--- src/rtl/clre_pkg.sv ---
// clre_pkg: shared types, codes and constant tables for the character lcd refresh engine
// no dependencies; used by clre_ctrl, clre_datapath and char_lcd_refresh_engine

package clre_pkg;

   // field widths fixed by the interface
   localparam int MODE_W = 3;
   localparam int POS_W = 7;
   localparam int BYTE_W = 8;
   localparam int WAIT_W = 18;
   localparam int STEP_W = 3;

   // request modes
   typedef enum logic [MODE_W-1:0] {
      MODE_TICK    = 3'd0,
      MODE_WRITE   = 3'd1,
      MODE_REFRESH = 3'd2,
      MODE_CLEAR   = 3'd3,
      MODE_INIT    = 3'd4
   } mode_type;

   // controller states
   typedef enum logic [1:0] {
      CTL_IDLE,
      CTL_FETCH,
      CTL_INIT
   } ctl_state_type;

   // datapath operations issued by the controller
   typedef enum logic [2:0] {
      DP_NOP,
      DP_WRITE_CHAR,
      DP_START_REFRESH,
      DP_CLEAR,
      DP_SEND_PENDING,
      DP_FETCH,
      DP_SEND_DATA,
      DP_SEND_INIT
   } dp_op_type;

   typedef struct packed {
      dp_op_type         op;
      logic              power_on;
      logic [STEP_W-1:0] init_step;
   } dp_cmd_type;

   typedef struct packed {
      logic refresh_active;
      logic cmd_pending;
      logic powered_on;
   } dp_status_type;

   // display bytes
   localparam logic [BYTE_W-1:0] CHAR_SPACE = 8'h20;
   localparam logic [BYTE_W-1:0] CMD_LINE0 = 8'h80;
   localparam logic [BYTE_W-1:0] CMD_LINE1 = 8'hC0;
   localparam logic [BYTE_W-1:0] CMD_LINE2 = 8'h94;
   localparam logic [BYTE_W-1:0] CMD_LINE3 = 8'hD4;
   localparam logic [BYTE_W-1:0] CMD_WAKE = 8'h30;
   localparam logic [BYTE_W-1:0] CMD_FUNC_SET = 8'h38;
   localparam logic [BYTE_W-1:0] CMD_DISP_ON = 8'h0C;
   localparam logic [BYTE_W-1:0] CMD_CLEAR = 8'h01;
   localparam logic [BYTE_W-1:0] CMD_HOME = 8'h02;

   // init sequence steps; the wake-up triplet is skipped once powered on
   localparam logic [STEP_W-1:0] INIT_FIRST_STEP = 3'd0;
   localparam logic [STEP_W-1:0] INIT_WARM_STEP = 3'd3;
   localparam logic [STEP_W-1:0] INIT_LAST_STEP = 3'd6;

   // character translation on write; cyrillic glyphs indexed by code minus 0xc0
   function automatic logic [BYTE_W-1:0] glyph(input logic [BYTE_W-1:0] code);
      logic [BYTE_W-1:0] result;
      if (code[7:6] == 2'b11) begin
         case (code[5:0])
            6'd0:  result = 8'h41;  6'd1:  result = 8'hA0;  6'd2:  result = 8'h42;
            6'd3:  result = 8'hA1;  6'd4:  result = 8'hE0;  6'd5:  result = 8'h45;
            6'd6:  result = 8'hA3;  6'd7:  result = 8'hA4;  6'd8:  result = 8'hA5;
            6'd9:  result = 8'hA6;  6'd10: result = 8'h4B;  6'd11: result = 8'hA7;
            6'd12: result = 8'h4D;  6'd13: result = 8'h48;  6'd14: result = 8'h4F;
            6'd15: result = 8'hA8;  6'd16: result = 8'h50;  6'd17: result = 8'h43;
            6'd18: result = 8'h54;  6'd19: result = 8'hA9;  6'd20: result = 8'hAA;
            6'd21: result = 8'h58;  6'd22: result = 8'hE1;  6'd23: result = 8'hAB;
            6'd24: result = 8'hAC;  6'd25: result = 8'hE2;  6'd26: result = 8'hAD;
            6'd27: result = 8'hAE;  6'd28: result = 8'h62;  6'd29: result = 8'hAF;
            6'd30: result = 8'hB0;  6'd31: result = 8'hB1;  6'd32: result = 8'h61;
            6'd33: result = 8'hB2;  6'd34: result = 8'hB3;  6'd35: result = 8'hB4;
            6'd36: result = 8'hE3;  6'd37: result = 8'h65;  6'd38: result = 8'hB6;
            6'd39: result = 8'hB7;  6'd40: result = 8'hB8;  6'd41: result = 8'hB9;
            6'd42: result = 8'hBA;  6'd43: result = 8'hBB;  6'd44: result = 8'hBC;
            6'd45: result = 8'hBD;  6'd46: result = 8'h6F;  6'd47: result = 8'hBE;
            6'd48: result = 8'h70;  6'd49: result = 8'h63;  6'd50: result = 8'hBF;
            6'd51: result = 8'h79;  6'd52: result = 8'hE4;  6'd53: result = 8'h78;
            6'd54: result = 8'hE5;  6'd55: result = 8'hC0;  6'd56: result = 8'hC1;
            6'd57: result = 8'hE6;  6'd58: result = 8'hC2;  6'd59: result = 8'hC3;
            6'd60: result = 8'hC4;  6'd61: result = 8'hC5;  6'd62: result = 8'hC6;
            default: result = 8'hC7;
         endcase
      end else begin
         result = code;
      end
      return result;
   endfunction

   // init command byte per step
   function automatic logic [BYTE_W-1:0] init_byte(input logic [STEP_W-1:0] step);
      logic [BYTE_W-1:0] result;
      unique case (step)
         3'd0, 3'd1, 3'd2: result = CMD_WAKE;
         3'd3:             result = CMD_FUNC_SET;
         3'd4:             result = CMD_DISP_ON;
         3'd5:             result = CMD_CLEAR;
         3'd6:             result = CMD_HOME;
         default:          result = CMD_HOME;
      endcase
      return result;
   endfunction

   // wait in microseconds before each init command
   function automatic logic [WAIT_W-1:0] init_wait(input logic [STEP_W-1:0] step);
      logic [WAIT_W-1:0] result;
      unique case (step)
         3'd0:       result = 18'd200000;
         3'd1:       result = 18'd20000;
         3'd2:       result = 18'd200;
         3'd3, 3'd6: result = 18'd2000;
         3'd4, 3'd5: result = 18'd100;
         default:    result = 18'd2000;
      endcase
      return result;
   endfunction

endpackage

--- src/rtl/char_lcd_refresh_engine.sv ---
// char_lcd_refresh_engine: top level of the character lcd refresh engine
// depends on clre_pkg, clre_ctrl and clre_datapath
//
//   channel    ports                               transfer when
//   ---------  ----------------------------------  ------------------------
//   request    start, busy, req_mode/position/     start && !busy at clock
//              char_code
//   response   rsp_valid, rsp_is_data, rsp_bus_     rsp_valid (one cycle,
//              byte, rsp_wait_before_us, rsp_last,  cannot be held off)
//              rsp_refresh_busy
//
// a data tick is a registered read of the screen store, then the result.
// command ticks, idle ticks, writes, refresh start and clear leave the sequencer idle.
// init sends seven commands the first time and four after, one result per cycle from the sequencer.
// each result is registered and appears in the cycle after the cycle that produced it.
// reset is synchronous; the screen store reads as spaces right after reset.
// results are never stalled; busy is the only back pressure on requests.

module char_lcd_refresh_engine #(
   parameter int SCREEN_CHARS = 80,
   parameter int LINE_CHARS   = 20
) (
   input  logic                          clock,
   input  logic                          reset,
   input  logic                          start,
   output logic                          busy,
   input  logic [clre_pkg::MODE_W-1:0]   req_mode,
   input  logic [clre_pkg::POS_W-1:0]    req_position,
   input  logic [clre_pkg::BYTE_W-1:0]   req_char_code,
   output logic                          rsp_valid,
   output logic                          rsp_is_data,
   output logic [clre_pkg::BYTE_W-1:0]   rsp_bus_byte,
   output logic [clre_pkg::WAIT_W-1:0]   rsp_wait_before_us,
   output logic                          rsp_last,
   output logic                          rsp_refresh_busy
);

   clre_pkg::dp_cmd_type    dp_cmd;
   clre_pkg::dp_status_type dp_status;

   // sequencer
   clre_ctrl u_ctrl (
      .clock    (clock),
      .reset    (reset),
      .start    (start),
      .req_mode (req_mode),
      .status   (dp_status),
      .busy     (busy),
      .cmd      (dp_cmd)
   );

   // store and result datapath
   clre_datapath #(
      .SCREEN_CHARS (SCREEN_CHARS),
      .LINE_CHARS   (LINE_CHARS)
   ) u_datapath (
      .clock              (clock),
      .reset              (reset),
      .cmd                (dp_cmd),
      .status             (dp_status),
      .req_position       (req_position),
      .req_char_code      (req_char_code),
      .rsp_valid          (rsp_valid),
      .rsp_is_data        (rsp_is_data),
      .rsp_bus_byte       (rsp_bus_byte),
      .rsp_wait_before_us (rsp_wait_before_us),
      .rsp_last           (rsp_last),
      .rsp_refresh_busy   (rsp_refresh_busy)
   );

   // a result only follows a request transfer or a sequencer cycle
   a_rsp_has_cause: assert property (@(posedge clock) disable iff (reset)
      rsp_valid |-> $past(busy || start))
      else $error("result without a preceding request or sequencer cycle");

   // data results come from the fetch cycle
   a_data_after_fetch: assert property (@(posedge clock) disable iff (reset)
      rsp_valid && rsp_is_data |-> $past(busy))
      else $error("data result without a store fetch");

   // init results run back to back until the last one
   a_init_back_to_back: assert property (@(posedge clock) disable iff (reset)
      rsp_valid && !rsp_last |=> rsp_valid)
      else $error("gap inside the init command sequence");

   // the sequencer is free once the last init command shows
   a_init_done_free: assert property (@(posedge clock) disable iff (reset)
      rsp_valid && rsp_last && (rsp_wait_before_us != '0) |-> !busy)
      else $error("sequencer still busy after the last init command");

endmodule

--- src/rtl/clre_ctrl.sv ---
// clre_ctrl: request sequencer, decodes modes and steps the init sequence
// depends on clre_pkg; drives clre_datapath through dp_cmd_type

module clre_ctrl (
   input  logic                          clock,
   input  logic                          reset,
   input  logic                          start,
   input  logic [clre_pkg::MODE_W-1:0]   req_mode,
   input  clre_pkg::dp_status_type       status,
   output logic                          busy,
   output clre_pkg::dp_cmd_type          cmd
);

   clre_pkg::ctl_state_type         state_ff, state_in;
   logic [clre_pkg::STEP_W-1:0]     step_ff, step_in;

   // state register
   always_ff @(posedge clock) begin
      if (reset) begin
         state_ff <= clre_pkg::CTL_IDLE;
         step_ff  <= clre_pkg::INIT_FIRST_STEP;
      end else begin
         state_ff <= state_in;
         step_ff  <= step_in;
      end
   end

   // next state and datapath commands
   always_comb begin
      state_in      = state_ff;
      step_in       = step_ff;
      busy          = 1'b1;
      cmd.op        = clre_pkg::DP_NOP;
      cmd.power_on  = 1'b0;
      cmd.init_step = step_ff;
      unique case (state_ff)
         clre_pkg::CTL_IDLE: begin
            busy = 1'b0;
            if (start) begin
               case (req_mode)
                  clre_pkg::MODE_TICK: begin
                     if (status.refresh_active) begin
                        if (status.cmd_pending) begin
                           cmd.op = clre_pkg::DP_SEND_PENDING;
                        end else begin
                           cmd.op   = clre_pkg::DP_FETCH;
                           state_in = clre_pkg::CTL_FETCH;
                        end
                     end
                  end
                  clre_pkg::MODE_WRITE:   cmd.op = clre_pkg::DP_WRITE_CHAR;
                  clre_pkg::MODE_REFRESH: cmd.op = clre_pkg::DP_START_REFRESH;
                  clre_pkg::MODE_CLEAR:   cmd.op = clre_pkg::DP_CLEAR;
                  clre_pkg::MODE_INIT: begin
                     cmd.power_on = 1'b1;
                     step_in      = status.powered_on ? clre_pkg::INIT_WARM_STEP
                                                      : clre_pkg::INIT_FIRST_STEP;
                     state_in     = clre_pkg::CTL_INIT;
                  end
                  default: ;
               endcase
            end
         end
         clre_pkg::CTL_FETCH: begin
            cmd.op   = clre_pkg::DP_SEND_DATA;
            state_in = clre_pkg::CTL_IDLE;
         end
         clre_pkg::CTL_INIT: begin
            cmd.op  = clre_pkg::DP_SEND_INIT;
            step_in = step_ff + 3'd1;
            if (step_ff == clre_pkg::INIT_LAST_STEP) begin
               state_in = clre_pkg::CTL_IDLE;
            end
         end
         default: state_in = clre_pkg::CTL_IDLE;
      endcase
   end

endmodule

--- src/rtl/clre_datapath.sv ---
// clre_datapath: screen store, scan pointer, pending line command and result registers
// depends on clre_pkg; commanded by clre_ctrl

module clre_datapath #(
   parameter int SCREEN_CHARS = 80,
   parameter int LINE_CHARS   = 20
) (
   input  logic                          clock,
   input  logic                          reset,
   input  clre_pkg::dp_cmd_type          cmd,
   output clre_pkg::dp_status_type       status,
   input  logic [clre_pkg::POS_W-1:0]    req_position,
   input  logic [clre_pkg::BYTE_W-1:0]   req_char_code,
   output logic                          rsp_valid,
   output logic                          rsp_is_data,
   output logic [clre_pkg::BYTE_W-1:0]   rsp_bus_byte,
   output logic [clre_pkg::WAIT_W-1:0]   rsp_wait_before_us,
   output logic                          rsp_last,
   output logic                          rsp_refresh_busy
);

   localparam int IDX_W = $clog2(SCREEN_CHARS);
   localparam int CMP_W = 8;
   localparam logic [IDX_W-1:0] LAST_IDX = IDX_W'(SCREEN_CHARS - 1);
   localparam logic [clre_pkg::POS_W-1:0] POS_LIMIT = clre_pkg::POS_W'(SCREEN_CHARS);
   localparam logic [CMP_W-1:0] LINE1_IDX = CMP_W'(LINE_CHARS);
   localparam logic [CMP_W-1:0] LINE2_IDX = CMP_W'(2 * LINE_CHARS);
   localparam logic [CMP_W-1:0] LINE3_IDX = CMP_W'(3 * LINE_CHARS);

   // screen store and per-entry valid bits (invalid reads as space)
   logic [clre_pkg::BYTE_W-1:0] store_mem [SCREEN_CHARS];
   logic [SCREEN_CHARS-1:0]     valid_ff, valid_in;
   logic [clre_pkg::BYTE_W-1:0] rd_data_ff;
   logic                        rd_valid_ff;

   logic [IDX_W-1:0]            scan_ff, scan_in;
   logic [clre_pkg::BYTE_W-1:0] pending_ff, pending_in;
   logic                        refresh_ff, refresh_in;
   logic                        powered_ff, powered_in;

   logic                        rsp_valid_ff, rsp_valid_in;
   logic                        rsp_is_data_ff, rsp_is_data_in;
   logic [clre_pkg::BYTE_W-1:0] rsp_byte_ff, rsp_byte_in;
   logic [clre_pkg::WAIT_W-1:0] rsp_wait_ff, rsp_wait_in;
   logic                        rsp_last_ff, rsp_last_in;
   logic                        rsp_busy_ff, rsp_busy_in;

   logic                        wr_en;
   logic [IDX_W-1:0]            wr_addr;
   logic                        scan_wrap;
   logic [IDX_W-1:0]            scan_step;
   logic [CMP_W-1:0]            scan_step_ext;

   assign wr_en   = (cmd.op == clre_pkg::DP_WRITE_CHAR) && (req_position < POS_LIMIT);
   assign wr_addr = req_position[IDX_W-1:0];

   // store write and registered read at the scan pointer
   always_ff @(posedge clock) begin
      if (wr_en) begin
         store_mem[wr_addr] <= clre_pkg::glyph(req_char_code);
      end
      if (cmd.op == clre_pkg::DP_FETCH) begin
         rd_data_ff  <= store_mem[scan_ff];
         rd_valid_ff <= valid_ff[scan_ff];
      end
   end

   // valid bits: clear resets all entries to space at once
   always_comb begin
      valid_in = valid_ff;
      if (cmd.op == clre_pkg::DP_CLEAR) begin
         valid_in = '0;
      end else if (wr_en) begin
         valid_in[wr_addr] = 1'b1;
      end
   end

   // scan step with wrap at the end of the screen
   assign scan_wrap     = (scan_ff == LAST_IDX);
   assign scan_step     = scan_wrap ? '0 : scan_ff + IDX_W'(1);
   assign scan_step_ext = {{(CMP_W - IDX_W){1'b0}}, scan_step};

   // control next state and result loading
   always_comb begin
      scan_in        = scan_ff;
      pending_in     = pending_ff;
      refresh_in     = refresh_ff;
      powered_in     = powered_ff | cmd.power_on;
      rsp_valid_in   = 1'b0;
      rsp_is_data_in = rsp_is_data_ff;
      rsp_byte_in    = rsp_byte_ff;
      rsp_wait_in    = rsp_wait_ff;
      rsp_last_in    = rsp_last_ff;
      rsp_busy_in    = rsp_busy_ff;
      case (cmd.op)
         clre_pkg::DP_START_REFRESH: refresh_in = 1'b1;
         clre_pkg::DP_SEND_PENDING: begin
            pending_in     = '0;
            rsp_valid_in   = 1'b1;
            rsp_is_data_in = 1'b0;
            rsp_byte_in    = pending_ff;
            rsp_wait_in    = '0;
            rsp_last_in    = 1'b1;
         end
         clre_pkg::DP_SEND_DATA: begin
            scan_in = scan_step;
            if (scan_wrap) begin
               refresh_in = 1'b0;
               pending_in = clre_pkg::CMD_LINE0;
            end else if (scan_step_ext == LINE1_IDX) begin
               pending_in = clre_pkg::CMD_LINE1;
            end else if (scan_step_ext == LINE2_IDX) begin
               pending_in = clre_pkg::CMD_LINE2;
            end else if (scan_step_ext == LINE3_IDX) begin
               pending_in = clre_pkg::CMD_LINE3;
            end
            rsp_valid_in   = 1'b1;
            rsp_is_data_in = 1'b1;
            rsp_byte_in    = rd_valid_ff ? rd_data_ff : clre_pkg::CHAR_SPACE;
            rsp_wait_in    = '0;
            rsp_last_in    = 1'b1;
         end
         clre_pkg::DP_SEND_INIT: begin
            rsp_valid_in   = 1'b1;
            rsp_is_data_in = 1'b0;
            rsp_byte_in    = clre_pkg::init_byte(cmd.init_step);
            rsp_wait_in    = clre_pkg::init_wait(cmd.init_step);
            rsp_last_in    = (cmd.init_step == clre_pkg::INIT_LAST_STEP);
         end
         default: ;
      endcase
      if (rsp_valid_in) begin
         rsp_busy_in = refresh_in;
      end
   end

   // control registers
   always_ff @(posedge clock) begin
      if (reset) begin
         valid_ff     <= '0;
         scan_ff      <= '0;
         pending_ff   <= '0;
         refresh_ff   <= 1'b0;
         powered_ff   <= 1'b0;
         rsp_valid_ff <= 1'b0;
      end else begin
         valid_ff     <= valid_in;
         scan_ff      <= scan_in;
         pending_ff   <= pending_in;
         refresh_ff   <= refresh_in;
         powered_ff   <= powered_in;
         rsp_valid_ff <= rsp_valid_in;
      end
   end

   // result payload registers
   always_ff @(posedge clock) begin
      rsp_is_data_ff <= rsp_is_data_in;
      rsp_byte_ff    <= rsp_byte_in;
      rsp_wait_ff    <= rsp_wait_in;
      rsp_last_ff    <= rsp_last_in;
      rsp_busy_ff    <= rsp_busy_in;
   end

   assign status.refresh_active = refresh_ff;
   assign status.cmd_pending    = (pending_ff != '0);
   assign status.powered_on     = powered_ff;

   assign rsp_valid          = rsp_valid_ff;
   assign rsp_is_data        = rsp_is_data_ff;
   assign rsp_bus_byte       = rsp_byte_ff;
   assign rsp_wait_before_us = rsp_wait_ff;
   assign rsp_last           = rsp_last_ff;
   assign rsp_refresh_busy   = rsp_busy_ff;

endmodule
--- config.mk ---
export PLATFORM = sky130hd
export DESIGN_NAME = char_lcd_refresh_engine
export DESIGN_NICKNAME = d
export VERILOG_FILES = /design/src/rtl/clre_pkg.sv /design/src/rtl/char_lcd_refresh_engine.sv /design/src/rtl/clre_ctrl.sv /design/src/rtl/clre_datapath.sv
export SDC_FILE = /design/constraint.sdc
export NUM_CORES = 1
export LEC_CHECK = 0
export BUFFER_PORTS_ARGS = -buffer_cell sky130_fd_sc_hd__buf_4
export CORE_UTILIZATION = 55
export CTS_CLUSTER_DIAMETER = 100
export CTS_CLUSTER_SIZE = 12
export DETAILED_ROUTE_END_ITERATION = 16
export PLACE_DENSITY = 0.73
export SYNTH_ARGS = -nofsm -noshare
export SYNTH_HDL_FRONTEND = slang
export SYNTH_SLANG_ARGS = --single-unit
--- constraint.sdc ---
create_clock -name clock -period 7.19 [get_ports clock]
set_input_delay 0 -clock clock [delete_from_list [all_inputs] [get_ports clock]]
set_output_delay 0 -clock clock [all_outputs]
set_load 0.02 [all_outputs]
# [Word-level counts from Yosys, hierarchy flattened]
# Memories as Yosys holds them, arrays and structs flattened. A register that Yosys moved wholly into a read port is not among the register bits.
# Cells that the tools add are included.
# W data, S select, Z words.
[word_totals] reg_bits=133 ramBits=640 rom_bits=512 inputBits=21 out_inout_bits=31 word_cells=117 mem_count=2
[mem_list] memory="u_datapath.store_mem" words=80 width=8 read_ports=1 rd_clocked_by_memory_dff=1 write_ports=1 line="clre_datapath.sv:31" text="logic [clre_pkg::BYTE_W-1:0] store_mem [SCREEN_CHARS];"
[mem_list] memory="(no name shown)" words=64 width=8 read_ports=1 rd_clocked_by_memory_dff=0 write_ports=0 line="clre_pkg.sv:74" text="case (code[5:0])"
[classes] n_addsub=2 n_lt_le_gt_ge=4 eq_ne=31 muxes=42 n_bitwise=2 n_reduce_logical=20
[ops] operator="$or A80 B80 Y80" n=1
[ops] operator="$pmux W18 S4" n=1
[ops] operator="$mux W8" n=7
[ops] operator="$pmux W18 S2" n=1
[ops] operator="$eq A3 B3 Y1 const B" n=8
[ops] operator="$pmux W6 S4" n=1
[ops] operator="$pmux W8 S3" n=1
[ops] operator="$eq A3 B2 Y1 const B" n=6
[ops] operator="$lt A7 B8 Y1 const B" n=2
[ops] operator="$pmux W8 S2" n=1
[ops] operator="$eq A7 B6 Y1 const B" n=2
[ops] operator="$pmux W3 S4" n=1
[ops] operator="$mux W1" n=10
[ops] operator="$mux W2" n=5
[ops] operator="$eq A3 B1 Y1 const B" n=3
[ops] operator="$mux W3" n=3
[ops] operator="$pmux W3 S3" n=1
[ops] operator="$pmux W2 S2" n=2
[ops] operator="$reduce_bool A2 Y1" n=4
[ops] operator="$reduce_bool A8 Y1" n=1
[ops] operator="$reduce_or A2 Y1" n=4
[ops] operator="$add A7 B1 Y7 const B" n=1
[ops] operator="$bmux W1 S7" n=1
[ops] operator="$demux W1 S7" n=1
[ops] operator="other kinds (25)" n=33

# [Longest topological paths before layout]
# Gate-level depths: netlist (run 1).
[logic_depth] ltp_word=10 mapped_depth=10 ltp_nobuf=8

# [By module]
# A second synthesis (run 1) with hierarchy kept.
[unflattened] cells_unflattened=1730 area_unflattened_um2=31052.3
[by_module_without_submodules] mod="clre_datapath" n_inst=1 cells_each=1675 area_per_inst_um2=30590.6 seq_area_each_um2=22041.1
[by_module_without_submodules] mod="clre_ctrl" n_inst=1 cells_each=55 area_per_inst_um2=461.7 seq_area_each_um2=100.1

# [Least setup slack after synthesis (run 1)]
# OpenSTA, ideal clock, no wires.
[synth_timing] path_type="in2reg" startpoint="in req_char_code[0] (netlist bit)" endpoint="mem u_datapath.store_mem[0][0] (netlist bit) (data pin)" setup_ps=825 t_arrival_ps=4603 required_ps=6365 slack_ps=1762 cell_stages=8 n_path_buf=1 path_cell_list="clkbuf_1 -> inv_1 -> ha_1 -> nor3b_1 -> a221o_1 -> a211oi_1 -> a21oi_1 -> o21ai_0"
[synth_via] elab_chain_cells=3
[synth_lines] item="start, declared" line="char_lcd_refresh_engine.sv:29" text="input logic [clre_pkg::BYTE_W-1:0] req_char_code,"
[synth_lines] item="$mem_v2 Z64 W8"
[synth_lines] item="$mux W8 (*)" line="clre_pkg.sv:73" text="if (code[7:6] == 2'b11) begin"
[synth_lines] item="$mux W8 (*)" line="clre_datapath.sv:59" text="if (wr_en) begin"
[synth_lines] item="end, declared" line="clre_datapath.sv:31"
# Every way passes the cells marked *; elsewhere a longest branch is shown, timed or not. The select of a mux whose other input is x is not followed.

==> impl_metrics.env, run 1 <==
export IMPL_synth_simple_gate_area_frac=0.0458
export IMPL_route_detailed_drc=0
export IMPL_rrSetupSlack_ns=3.46
export IMPL_syn_inst=1706
export IMPL_cp_common_cell="mux4_2"
export IMPL_synth_top_flop_cell="edfxtp_1"
export IMPL_synth_compound_area_frac=0.0601
export IMPL_max_freq_mhz=268
export IMPL_critPathMaxFanout=47
export IMPL_chipWidth_um=240
export IMPL_cts_tree="done"
export IMPL_synth_most_common_cell="edfxtp_1"
export IMPL_firstDrtPassIters=6
export IMPL_final_cell_count_no_fill=2548
export IMPL_r2r_start="u_datapath.scan_ff[0]"
export IMPL_hp_start="req_mode[2]"
export IMPL_rr_worst_depth=5
export IMPL_async_reset_ff_frac=0
export IMPL_start_util=0.560
export IMPL_layout_min_cycle_time_ns=3.73
export IMPL_synth_area_leaders="edfxtp_1, mux4_2, dfxtp_1"
export IMPL_finalInstanceArea_um2=34200
export IMPL_r2r_end="u_datapath.rd_data_ff[3]"
export IMPL_slew_headroom=0.137
export IMPL_root_buffer="clkbuf_16"
export IMPL_p_leak_nw=10.6
export IMPL_antenna_found_initial=1
export IMPL_layout_setup_ws_ns=3.46
export IMPL_power_switching_mw=1.81
export IMPL_synthToLayoutAreaGrowth_pct=10.1
export IMPL_vias_per_cell=6.39
export IMPL_min_path_cells=5
export IMPL_power_switching_share=0.206
export IMPL_worst_endpoint_arrival_ns=4.06
export IMPL_finalSetupViolCount=0
export IMPL_final_setup_tns_ns=0
export IMPL_grt_use_total=0.247
export IMPL_power_internal_mw=6.99
export IMPL_synth_top_area_frac=0.649
export IMPL_grt_pass1_wl_mm=103
export IMPL_vias=16300
export IMPL_syn_avg_cell_area_um2=18.2
export IMPL_slew_violations=0
export IMPL_synth_top_family_by_area="multiplexers"
export IMPL_synth_edf_count=672
export IMPL_power_density_nw_per_um2=257
export IMPL_crit_slowest_cell="dfxtp_4"
export IMPL_synth_seq_cells=770
export IMPL_synth_mux_area_frac=0.152
export IMPL_final_core_util=0.617
export IMPL_placedCellCount=2418
export IMPL_dpl_worst_slack_ns=3.38
export IMPL_hold_path_class="input pin to flip-flop"
export IMPL_endpoint_kind="flip-flop"
export IMPL_tightest_slew_ns=1.29
export IMPL_irDropWorstVdd_mv=0.166
export IMPL_routed_wl_mm=68.7
export IMPL_post_cts_setup_buffers=0
export IMPL_cts_made_buffers=74
export IMPL_io_pins=52
export IMPL_finalPower_mw=8.80
export IMPL_place_congestion=0.853
export IMPL_synth_cell_types=69
export IMPL_grt_max_degree=125
export IMPL_post_dp_hpwl_mm=41.2
export IMPL_drt_iter0_markers=1729
export IMPL_grt_overflow=0
export IMPL_status="finished clean"
export IMPL_clockPowerShare=0.402
export IMPL_startpoint_type="flip-flop"
export IMPL_path_class="flip-flop to flip-flop"
export IMPL_design_die_area_um2=57500
export IMPL_crit_path_cell_trace="buf_4, mux4_2, mux4_2, a22oi_1, o21ai_1"
export IMPL_place_area_um2=32100
export IMPL_rows=86
export IMPL_maxCapViolations=0
export IMPL_required_ns=7.53
export IMPL_first_global_vias=16200
export IMPL_clkSlewWorstSetupHoldPaths_ns=0.06
export IMPL_min_to="u_ctrl.state_ff[0]"
export IMPL_critPathMaxStageDelay_ns=0.86
export IMPL_synth_top_cell_by_area="edfxtp_1"
export IMPL_fin_skew_ns=0.0175
export IMPL_drive_above_1_share=0.208
export IMPL_ys_warn_count=0
export IMPL_htreeDepth=3
export IMPL_seq_area_frac_synth=0.712
export IMPL_hold_viol_final=0
export IMPL_synthTopCellsByCount="edfxtp_1, mux4_2, nor2_1"
export IMPL_clock_latency_ns=0.61
export IMPL_ant_nets=0
export IMPL_wire_per_inst_um=27.0
export IMPL_power_share_sequential=0.559
export IMPL_clkSinkCount=770
export IMPL_synthAdderAreaFrac=0.00684
export IMPL_synth_cell_area_um2=31100
export IMPL_pwr_share_comb=0.039
export IMPL_fp_dieH_um=240
export IMPL_design_core_area_um2=55500
export IMPL_n_antenna_cell=0
export IMPL_fin_crit_sh=0.518
export IMPL_rsz0062_at_grt="false"
export IMPL_io_buffers=46
export IMPL_holdWs_ns=0.0701
export IMPL_yosys_area_share_xor_xnor=0.00169
export IMPL_fin_nets=1790
export IMPL_cts_buffer_depth=3
## repair_timing
action,in CTS,in global routing
hold endpoints to repair,20,0
hold buffers,6,0
resized for setup,0,0
## logic make-up after synthesis
logic type	count (synthesis)
AOI/OAI and AO/OA	263
muxes	232
other	1
adders and majority gates	17
and+or+nand+nor	292
DFF	770
xor gates and xnor gates	6
buffers and inverters	125
## power by group through the flow
| stage | logic, mW | registers [mW] | clock network, mW |
|---|---|---|---|
| final | 0.340 | 4.92 | 3.54 |
| after global routing | 0.366 | 4.92 | 3.75 |
| after floorplan | 0.217 | 5.03 | 0 |
| after global placement | 0.325 | 5.01 | 0 |
| after detailed placement | 0.337 | 5.02 | 0 |
| after CTS | 0.339 | 4.92 | 3.59 |
## cell usage in the layout, fill, tap and decap left out, types with 9 or more instances in the layout
cell / n
o21a_1: 82
mux2i_1: 31
ha_1: 17
nand3_1: 17
nand2_1: 46
dfxtp_1: 94
a211oi_1: 13
inv_1: 21
a31oi_1: 9
mux2_2: 10
nor2b_1: 18
buf_4: 62
clkbuf_16: 77
o21ai_0: 27
nand2b_1: 11
clkbuf_1: 44
nand4_1: 11
nor2_1: 132
mux4_2: 191
nor3_1: 18
edfxtp_1: 672
a21oi_1: 35
a22oi_1: 40
## worst max-delay path, delay by kind of cell, from the launching register on
| family | cells | cell delay (ns) |
|---|---|---|
| flip-flops | 1 | 0.86 |
| buffers and inverters | 1 | 0.85 |
| multiplexers | 2 | 1.13 |
| AO/OA/AOI/OAI | 2 | 0.52 |
## state kept, by name (all words and copies together), names as in the netlist
register                       flops
u_datapath.store_mem             640
u_datapath.valid_ff               80
u_datapath.rsp_wait_before_us     12
u_datapath.rd_data_ff              8
u_datapath.rsp_bus_byte            8
u_datapath.scan_ff                 7
u_ctrl.step_ff                     3
u_datapath.pending_ff              3
u_ctrl.state_ff                    2
u_datapath.powered_ff              1
u_datapath.rd_valid_ff             1
u_datapath.refresh_ff              1
u_datapath.rsp_is_data             1
u_datapath.rsp_last                1
u_datapath.rsp_refresh_busy        1
u_datapath.rsp_valid               1
## routing by layer
layer  GRT usage  vias to the layer above  routed length [um]
li1            -                     6971                   -
met1       0.347                     8407               28300
met2       0.390                      789               33100
met3      0.0489                      116                5560
met4      0.0845                        0                1800
met5           0                        -                   0
## worst max path at each step
stage / end / start / slack, ns / depth (start not counted)
after CTS: u_datapath.rd_data_ff[5] / u_datapath.scan_ff[0] / 3.36 / 5
after global routing: u_datapath.pending_ff[6] / u_datapath.scan_ff[0] / 3.21 / 7
after detailed placement: u_datapath.rd_data_ff[5] / u_datapath.scan_ff[0] / 3.38 / 5
after floorplan: u_datapath.store_mem[0][0] / req_char_code[0] / 1.76 / 8
final: u_datapath.rd_data_ff[3] / u_datapath.scan_ff[0] / 3.46 / 5
after global placement: u_datapath.rd_data_ff[5] / u_datapath.scan_ff[0] / 3.35 / 5
## cell type report
class,instances,area (um2)
flip-flops and latches,770,22200
fillers,3928,21300
multi-input cells,815,8400
clock buffers,121,2090
well taps,748,936
repair buffers,69,546
inverters,22,82.6
clock inverters,3,28.8
(Power assumes the default switching activity.)
==> inputs of run 2 (changes only) <==
Settings changed: ABC_AREA set to 1.
Clock period 7.19 ns to 3.52 ns, I/O delays scaled along.
==> run 2 against run 1 <==
Flip-flop and latch count unchanged. Largest power group unchanged. Non-clock buffer count rose by 30. Synthesized cell count rose by 75%. Utilization grew 0.20 points. Total power up 120%. Die area increased by 4.2%. Via count up 42%. Sequential share of layout area is 2.9 points lower. Count of clock-buffer cells in the layout is 10 higher. Worst hold slack worse by 0.031 ns.
==> impl_metrics.env, run 2 <==
export IMPL_status="finished clean"
export IMPL_startpoint_type="flip-flop"
export IMPL_synth_cell_area_um2=32400
export IMPL_finalPower_mw=19.2
export IMPL_endpoint_kind="flip-flop"
export IMPL_largest_register_ffs=640
export IMPL_required_ns=4.02
export IMPL_dpl_worst_slack_ns=0.849
export IMPL_place_congestion=0.917
export IMPL_fin_skew_ns=0.0273
export IMPL_clock_latency_ns=0.64
export IMPL_synth_seq_cells=770
export IMPL_slew_violations=0
export IMPL_htreeDepth=3
export IMPL_slew_headroom=0.219
export IMPL_grt_max_degree=201
export IMPL_synth_cell_types=42
export IMPL_route_detailed_drc=0
export IMPL_io_buffers=46
export IMPL_layout_common_cells="edfxtp_1, nand2_1, o21ai_0"
export IMPL_syn_avg_cell_area_um2=10.9
export IMPL_grt_use_total=0.285
export IMPL_path_buf_inv=2
export IMPL_hold_viol_final=0
export IMPL_synth_top_cell_by_area="edfxtp_1"
export IMPL_p_leak_nw=12.9
export IMPL_cp_common_cell="nand2_1"
export IMPL_path_class="flip-flop to flip-flop"
export IMPL_ys_warn_count=0
export IMPL_design_core_area_um2=57900
export IMPL_layout_commonest_cell="edfxtp_1"
export IMPL_synthAdderAreaFrac=0.00656
export IMPL_fp_dieH_um=245
export IMPL_synth_simple_gate_area_frac=0.132
export IMPL_synth_most_common_cell="edfxtp_1"
export IMPL_synth_mux_area_frac=0
export IMPL_crit_slowest_cell="inv_4"
export IMPL_clkSlewWorstSetupHoldPaths_ns=0.07
export IMPL_design_die_area_um2=59900
export IMPL_cts_tree="done"
export IMPL_ant_nets=0
export IMPL_async_reset_ff_frac=0
export IMPL_synth_edf_count=672
export IMPL_synth_compound_area_frac=0.121
export IMPL_vias=23100
export IMPL_rsz0062_at_grt="false"
export IMPL_synthTopCellsByCount="edfxtp_1, nand2_1, o21ai_0"
export IMPL_maxCapViolations=0
export IMPL_cts_made_buffers=74
export IMPL_fin_nets=3014
export IMPL_grt_overflow=0
export IMPL_fin_crit_sh=0.772
export IMPL_antenna_found_initial=0
export IMPL_irDropWorstVdd_mv=0.380
export IMPL_vias_per_cell=6.08
export IMPL_crit_path_cell_trace="inv_4, buf_4, o21ai_0, o22ai_1, nand2_1, nand3_1, nand2_1, nand2_1, nand3_1, nand2_1, nand2_1, nand2_1"
export IMPL_wire_per_inst_um=22.3
export IMPL_layout_setup_ws_ns=0.804
export IMPL_seq_area_frac_synth=0.683
export IMPL_drive_above_1_share=0.0709
export IMPL_syn_inst=2983
export IMPL_first_global_vias=22300
export IMPL_critPathMaxFanout=112
export IMPL_post_cts_setup_buffers=0
export IMPL_synth_top_flop_cell="edfxtp_1"
export IMPL_worst_endpoint_arrival_ns=3.21
export IMPL_synth_top_area_frac=0.623
export IMPL_layout_min_cycle_time_ns=2.72
export IMPL_synth_area_leaders="edfxtp_1, dfxtp_1, o21ai_0"
export IMPL_finalSetupViolCount=0
export IMPL_drt_iter0_markers=2960
export IMPL_start_util=0.560
export IMPL_clkSinkCount=770
export IMPL_max_freq_mhz=368
export IMPL_synth_top_family_by_area="simple AND/OR/NAND/NOR gates"
export IMPL_rows=88
export IMPL_n_antenna_cell=0
export IMPL_post_dp_hpwl_mm=50.1
export IMPL_path_delay_family="buffers and inverters"
export IMPL_cts_buffer_depth=3
export IMPL_tightest_slew_ns=1.17
export IMPL_grt_pass1_wl_mm=129
export IMPL_critPathMaxStageDelay_ns=0.76
export IMPL_power_density_nw_per_um2=536
export IMPL_routed_wl_mm=84.6
export IMPL_io_pins=52
export IMPL_firstDrtPassIters=7
export IMPL_root_buffer="clkbuf_16"
export IMPL_regMostFlops="u_datapath.store_mem"
export IMPL_synthToLayoutAreaGrowth_pct=10.5
export IMPL_yosys_area_share_xor_xnor=0
export IMPL_final_setup_tns_ns=0
export IMPL_hold_path_class="input pin to flip-flop"
export IMPL_chipWidth_um=245
-- run 2: changes by cell type after synthesis, sizes merged, moves of 24 or more --
cell	previous run	this run
o221ai	0	24
mux4	191	0
inv	22	259
nand2	46	457
o22ai	1	115
a21oi	37	177
mux2i	31	0
o21a	82	0
clkbuf	32	103
nand3	18	195
a22oi	41	1
nor2	132	345
o21ai	36	389
-- run 2: cell families (layout without fill, tap and decap cells) --
| logic type | count (synthesis) | after routing |
|---|---|---|
| AND/OR/NAND/NOR | 1020 | 1020 |
| flip-flops | 770 | 770 |
| AO/OA/AOI/OAI | 726 | 726 |
| buffers and inverters | 449 | 496 |
| adder cells (fa/ha/maj) | 17 | 17 |
| other | 1 | 5 |
-- run 2: power by group --
part	switching, mW	leakage (nW)	internal [mW]
clock network	3.25	1.03	4.09
registers	0.0344	6.85	10.1
logic	1.31	5.01	0.448
total	4.60	12.9	14.6
-- run 2: layout make-up --
type,count,area (um2)
inverter,263,998
clock inverter,3,28.8
fill,4548,22100
tap,765,957
timing repair buffer,99,976
multi-input combinational,1768,8590
sequential,770,22200
clock buffer,131,2130
-- run 2: metrics by stage --
step / hold slack [ns] / utilization / instance area, um2 / instances
after floorplan: 0.210 / - / 32500 / 2987
after global placement: 0.258 / 0.579 / 33500 / 3652
after detailed placement: 0.266 / 0.579 / 33500 / 3652
after CTS: 0.0238 / 0.619 / 35800 / 3799
after global routing: 0.0522 / 0.619 / 35800 / 3799
final: 0.0392 / 0.619 / 35800 / 3799
-- run 2: repair_timing --
action                    in CTS  in global routing
gates resized for setup        0                  0
hold endpoints to repair      40                  0
hold buffers                  13                  0
-- run 2: metal layers --
metal / up-vias / wire length (um) / track usage
met5: - / 0 / 0
li1: 10400 / - / -
met1: 11100 / 33600 / 0.391
met2: 1411 / 39400 / 0.449
met4: 0 / 2990 / 0.110
met3: 196 / 8630 / 0.0567
-- run 2: final timing paths --
| check | start | slack [ns] | depth (start not counted) | end |
|---|---|---|---|---|
| max | u_datapath.scan_ff[1] | 0.80 | 12 | u_datapath.rd_data_ff[5] |
| min | req_char_code[6] | 0.04 | 3 | u_datapath.store_mem[57][7] |
| max reg2reg | u_datapath.scan_ff[1] | 0.80 | 12 | u_datapath.rd_data_ff[5] |
| min reg2reg | u_datapath.valid_ff[2] | 0.45 | 2 | u_datapath.valid_ff[2] |
-- run 2: worst min-delay path, delay by kind of cell --
family	cells	cell delay [ns]
buffers and inverters	2	0.34
AO/OA/AOI/OAI	1	0.09
